==> config.mk <==
export PLATFORM = sky130hd
export DESIGN_NAME = srsc_ctrl
export DESIGN_NICKNAME = d
export VERILOG_FILES = /design/src/rtl/srsc_pkg.sv /design/src/rtl/srsc_ctrl.sv
export SDC_FILE = /design/constraint.sdc
export NUM_CORES = 1
export LEC_CHECK = 0
export BUFFER_PORTS_ARGS = -buffer_cell sky130_fd_sc_hd__buf_2
export CAP_MARGIN = 20
export CORE_AREA = 2 2 39 41
export DETAILED_ROUTE_END_ITERATION = 8
export DIE_AREA = 0 0 41 43
export HOLD_SLACK_MARGIN = 0.15
export SKIP_LAST_GASP = 1
export SLEW_MARGIN = 20
export SYNTH_ARGS = -nofsm -noshare
export SYNTH_HDL_FRONTEND = slang
export SYNTH_SLANG_ARGS = --single-unit
==> constraint.sdc <==
create_clock -name clk_i -period 1.6 [get_ports clk_i]
set_clock_uncertainty 0.1 [all_clocks]
set_input_delay 0.24 -clock clk_i [delete_from_list [all_inputs] [get_ports clk_i]]
set_output_delay 0.24 -clock clk_i [all_outputs]
set_load 0.005 [all_outputs]
==> src/rtl/srsc_pkg.sv <==
// Shared types and constants of the shadow return stack checker.
`timescale 1ns / 1ps

package srsc_pkg;

  // Stack geometry.
  localparam int unsigned STACK_DEPTH = 256;
  localparam int unsigned PTR_W       = $clog2(STACK_DEPTH);
  localparam int unsigned CNT_W       = $clog2(STACK_DEPTH + 1);

  // Field widths of the request and response channels.
  localparam int unsigned ADDR_W   = 64;
  localparam int unsigned STATUS_W = 3;
  localparam int unsigned DEPTH_W  = 9;
  localparam int unsigned ERR_W    = 32;

  // Request operation codes.
  localparam logic OP_CALL   = 1'b0;
  localparam logic OP_RETURN = 1'b1;

  // Response status codes.
  typedef enum logic [STATUS_W-1:0] {
    ST_PUSHED   = 3'd0,
    ST_MATCHED  = 3'd1,
    ST_EMPTY    = 3'd2,
    ST_NOMATCH  = 3'd3,
    ST_OVERFLOW = 3'd4
  } status_e;

  // Commands from the controller to the datapath.
  typedef struct packed {
    logic    latch;       // Capture the request address.
    logic    push;        // Write the request address at the top and grow the stack.
    logic    pop;         // Read the top entry and shrink the stack.
    logic    err_bump;    // Count one return error, saturating.
    logic    set_status;  // Record the status of the current request.
    status_e status;
    logic    out_load;    // Load the response register.
  } srsc_cmd_t;

  // Status from the datapath to the controller.
  typedef struct packed {
    logic empty;
    logic full;
    logic match;
  } srsc_sts_t;

endpackage

==> src/rtl/srsc_ctrl.sv <==
// Controller: sequences calls, returns and the stack unwinding scan.
`timescale 1ns / 1ps

module srsc_ctrl import srsc_pkg::*; (
  input  logic      clk_i,
  input  logic      rst_ni,
  input  logic      req_valid_i,
  input  logic      req_op_i,
  output logic      req_ready_o,
  output logic      rsp_valid_o,
  input  logic      rsp_ready_i,
  output srsc_cmd_t cmd_o,
  input  srsc_sts_t sts_i
);

  localparam logic [1:0] S_IDLE = 2'd0;
  localparam logic [1:0] S_CMP  = 2'd1;
  localparam logic [1:0] S_DONE = 2'd2;

  logic [1:0] state_q, state_d;
  logic       rsp_valid_q, rsp_valid_d;
  logic       req_fire;
  logic       slot_free;

  assign req_ready_o = (state_q == S_IDLE);
  assign req_fire    = req_valid_i && req_ready_o;
  assign slot_free   = !rsp_valid_q || rsp_ready_i;

  // Next state and datapath commands.
  always_comb begin
    state_d = state_q;
    cmd_o   = '0;
    cmd_o.status = ST_PUSHED;
    case (state_q)
      S_IDLE: begin
        if (req_fire) begin
          cmd_o.latch = 1'b1;
          if (req_op_i == OP_CALL) begin
            cmd_o.set_status = 1'b1;
            if (sts_i.full) begin
              cmd_o.status = ST_OVERFLOW;
            end else begin
              cmd_o.push   = 1'b1;
              cmd_o.status = ST_PUSHED;
            end
            state_d = S_DONE;
          end else if (sts_i.empty) begin
            cmd_o.set_status = 1'b1;
            cmd_o.status     = ST_EMPTY;
            cmd_o.err_bump   = 1'b1;
            state_d          = S_DONE;
          end else begin
            cmd_o.pop = 1'b1;
            state_d   = S_CMP;
          end
        end
      end
      S_CMP: begin
        // Compare the entry popped last cycle; keep popping until a match.
        if (sts_i.match) begin
          cmd_o.set_status = 1'b1;
          cmd_o.status     = ST_MATCHED;
          state_d          = S_DONE;
        end else if (sts_i.empty) begin
          cmd_o.set_status = 1'b1;
          cmd_o.status     = ST_NOMATCH;
          cmd_o.err_bump   = 1'b1;
          state_d          = S_DONE;
        end else begin
          cmd_o.pop = 1'b1;
        end
      end
      S_DONE: begin
        if (slot_free) begin
          cmd_o.out_load = 1'b1;
          state_d        = S_IDLE;
        end
      end
      default: begin
        state_d = S_IDLE;
      end
    endcase
  end

  // Response valid flag.
  always_comb begin
    rsp_valid_d = rsp_valid_q;
    if (cmd_o.out_load) begin
      rsp_valid_d = 1'b1;
    end else if (rsp_ready_i) begin
      rsp_valid_d = 1'b0;
    end
  end

  always_ff @(posedge clk_i or negedge rst_ni) begin
    if (!rst_ni) begin
      state_q     <= S_IDLE;
      rsp_valid_q <= 1'b0;
    end else begin
      state_q     <= state_d;
      rsp_valid_q <= rsp_valid_d;
    end
  end

  assign rsp_valid_o = rsp_valid_q;

endmodule

Word level (Yosys, flattened, before mapping)
Cells that the tools add are included.
{"block": "totals", "regBits": 3, "latchBits": 0, "mem_bits_rw": 0, "mem_bits_ro": 0, "output_inout_bits": 11, "memories": 0}
{"block": "classes", "addsub": 0, "multipliers": 0, "div_mod_pow": 0, "order_cmp": 0, "n_eq_ne": 5, "shift": 0, "n_mux": 24, "bitwise": 0, "reduce_logical": 6}
{"op": "2-to-1 mux 2 bit", "n": 9}
{"op": "one-hot mux 6 bit (2 select lines)", "n": 1}
{"op": "2-to-1 mux 5 bit", "n": 2}
{"op": "2-to-1 mux 4 bit", "n": 2}
{"op": "2-to-1 mux 8 bit", "n": 1}
{"op": "2-to-1 mux 1 bit", "n": 7}
{"op": "one-hot mux 2 bit (3 select lines)", "n": 1}
{"op": "2-to-1 mux 3 bit", "n": 1}
{"op": "inequality test 3 bit (second input constant)", "n": 1}
{"op": "AND reduction 3 bit", "n": 1}
{"op": "== test 2 x 1 -> 1 bit (second input constant)", "n": 1}
{"op": "== test 2 bit (second input constant)", "n": 1}
{"op": "logical NOT 2 bit", "n": 1}
{"op": "inequality test 2 x 1 -> 1 bit (second input constant)", "n": 1}
{"op": "inequality test 2 bit (second input constant)", "n": 1}
{"op": "nonzero test 2 bit", "n": 1}
{"op": "logical AND 1 bit", "n": 1}
{"op": "logical NOT 1 bit", "n": 1}
{"op": "logical OR 1 bit", "n": 1}

Logic depth before layout (Yosys ltp)
{"block": "depth", "depth_word": 5, "ltp_mapped": 4, "depth_no_buf": 3}

Worst setup path before layout
Ideal clock, no wire load.
{"block": "synth_timing", "path_type": "flip-flop to output port", "startpoint": "reg state_q[0]", "endpoint": "out cmd_o[5] (netlist bit)", "t_arrival_ps": 1199, "t_required_ps": 1260, "slack_ps": 61, "path_stages_with_launch": 4, "cell_sequence": "dfrtp_1 > mux2_2 > nor3b_1 > buf_4"}
{"element": "start, declared", "line": "srsc_ctrl.sv:20", "rtl": "logic [1:0] state_q, state_d;"}
{"element": "start signal, assigned", "line": "srsc_ctrl.sv:100", "rtl": "state_q <= state_d;"}
{"element": "end, declared", "line": "srsc_ctrl.sv:12", "rtl": "output srsc_cmd_t cmd_o,"}

==> flow_summary.json <==
{
  "path_buf_inv": 2,
  "die_width_um": 41,
  "drtAntennaViolNets": 0,
  "leakagePower_nw": 0.218,
  "synth_top_area_share_pct": 34.3,
  "syn_nets": 35,
  "critPathMaxStageDelay_ps": 390,
  "yosys_register_bits": 3,
  "htreeDepth": 1,
  "grtUsageMet2_pct": 10.3,
  "cp_max_fo": 5,
  "cts_tree": "yes",
  "vias": 275,
  "dpl_cell_area_um2": 322,
  "hold_path.class": "in2reg",
  "antenna_found_initial": 0,
  "grt_pass1_wl_um": 938,
  "avgSynthCellArea_um2": 8.11,
  "crit_chain": "buf_4 > nor2_4 > nand2_2 > nor3b_2 > buf_2",
  "hold_viol_final": 0,
  "dieHeight_um": 43,
  "cp-start-kind": "flip-flop",
  "worst_pin_slew_ps": 287,
  "final_max_slew_viol_count": 0,
  "synth_cells": 27,
  "cp.depth": 5,
  "min_period_ps": 1610,
  "clk_latency_ps": 230,
  "io_buffers": 18,
  "core_um2": 1380,
  "worst_hold_path.num_cells": 3,
  "fp-row-count": 14,
  "yosys_warnings": 0,
  "fin_util_pct": 29.0,
  "clockPowerShare_pct": 35.3,
  "finalCritPeriodShare_pct": 100,
  "switching_power_w": 0.000122,
  "drt_first_iter_violations": 3,
  "post_drt_via_cell_ratio": 4.10,
  "r2r_cells": 5,
  "critPathTopFamily": "flip-flops",
  "slew_headroom_pct": 80.9,
  "fin_tns_setup_ps": -7.96,
  "cap_violations": 0,
  "final_cell_mix": "18 x buf_2, 3 x clkbuf_4, 3 x dfrtp_1",
  "dr.pass1.iters": 3,
  "dp_hpwl_um": 459,
  "netSwitchingFraction_pct": 31.7,
  "final.setup.worst_slack_ps": -7.22,
  "synth_seq_area_share_pct": 34.3,
  "grt_pass1_vias": 243,
  "cp.required_ps": 1260,
  "cp-end-kind": "output port",
  "cts_sinks": 3,
  "rsz0062_at_grt": "yes",
  "status": "complete, but fails checks",
  "die_area_um2": 1760,
  "cts_root_buffer": "clkbuf_4",
  "p_int_w": 0.000262,
  "diodes": 0,
  "max_freq_mhz": 622,
  "grt_use_met1_pct": 9.65,
  "wl_um": 619,
  "peakVddDrop_mv": 0.284,
  "cpMaxStageDelayCell": "dfrtp_1",
  "top_usage_layer": "met4",
  "yosys-top-cells-area": "dfrtp_1 34%, nor3b_1 10%, nor3_1 6.9%, buf_4 6.9%, nand2b_1 5.7%",
  "finalWeightedCongestion": 0.619,
  "finalInstanceArea_um2": 402,
  "violations": "setup timing",
  "crit_arrival_ps": 1270,
  "area_growth_pct": 83.4,
  "pin_count": 19,
  "combPwrFrac_pct": 35.7,
  "sequentialPowerShare_pct": 29.0,
  "grt_max_degree": 8,
  "clk_path_buf_depth": 2,
  "drive_gt1_share_pct": 56.9,
  "initial_core_util_pct": 15.8,
  "track_usage_pct": 8.73,
  "wire_per_inst_um": 9.24,
  "yosysUniqueCellTypes": 16,
  "cts_made_buffers": 3,
  "synth_top_cell_by_area": "dfrtp_1",
  "grt_overflow": 0,
  "grtUsageMet3_pct": 3.14,
  "worst-setup-path-type": "reg2out",
  "post-route-drc-count": 0,
  "layout_commonest_cell": "buf_2",
  "setup_viol": 2,
  "clk_pin_slew_ps": 40,
  "layout.nets": 60,
  "synthesis.area_um2": 219,
  "power.density_nw_per_um2": 954
}
## path summary, 6_finish.rpt
| check | start | to | slack [ps] |
|---|---|---|---|
| worst max-delay path | state_q[0] | cmd_o[3] | -7 |
| max in group asynchronous | rst_ni | state_q[0] | 1060 |
| worst min-delay path | rsp_ready_i | rsp_valid_o | 200 |
| worst max register to register | state_q[0] | state_q[1] | 230 |
| min in group asynchronous | rst_ni | state_q[1] | 230 |
| worst min register to register | rsp_valid_o | rsp_valid_o | 410 |
## worst min-delay path, delay by kind of cell
family                 cells  cell delay, ps
buffers and inverters      1              70
and+or+nand+nor            2             180
## what timing repair did
item,in CTS,in global routing
setup buffers,0,1
resized for setup,4,2
endpoints found under the hold margin,4,0
pin swaps,0,1
hold buffers,2,0
setup endpoints to repair,4,6
## state kept, by name, indices dropped and copies added (netlist names)
register	cells
state_q	2
rsp_valid_o	1
## routing by layer
layer	wire length, um	vias to the layer above
li1	-	140
met1	255	116
met2	259	17
met3	80	2
met4	24	0
met5	0	-
## cell usage after synthesis, drive strengths merged
cell and instances:
inv 1, or3 1, mux2 1, nand2 3
dfrtp 3, nor3 3, a21oi 1, nor2b 1
nand2b 2, nor2 3, nor3b 3, or2b 1
buf 2, a211oi 1, and3 1
## logic make-up (layout without fill, tap and decap cells)
kind of cell	after synthesis	after routing	synth area share, %
compound gates	2	2	5.71
buf+inv	3	27	8.57
flops	3	3	34.3
mux	1	1	5.14
simple gates	18	18	46.3
## area by class of cell
cell class,count,area (um2)
flip-flops and latches,3,75.1
multi-input cells,21,151
well taps,16,20.0
fillers,163,982
clock buffers,4,26.3
repair buffers,22,125
inverters,1,3.75
## power by group through the flow
stage                     clock [W]  combinational, W  sequential (W)
final                      0.000135          0.000137        0.000111
after CTS                  0.000146          0.000129        0.000111
after global routing       0.000154          0.000155        0.000113
after global placement            0          0.000115        0.000108
after detailed placement          0          0.000117        0.000108
after floorplan                   0         0.0000669        0.000108
## per-stage QoR
stage	std cells	hold slack [ps]	power, W	setup slack, ps
4_1_cts	66	193	0.000386	-30.6
2_1_floorplan	27	-156	0.000175	60.7
3_3_place_gp	60	-60.0	0.000223	182
3_5_place_dp	60	-61.0	0.000225	156
5_1_grt	67	220	0.000422	-77.6
6_report	67	198	0.000383	-7.22
Note: power is estimated with default switching activity, not from simulation.
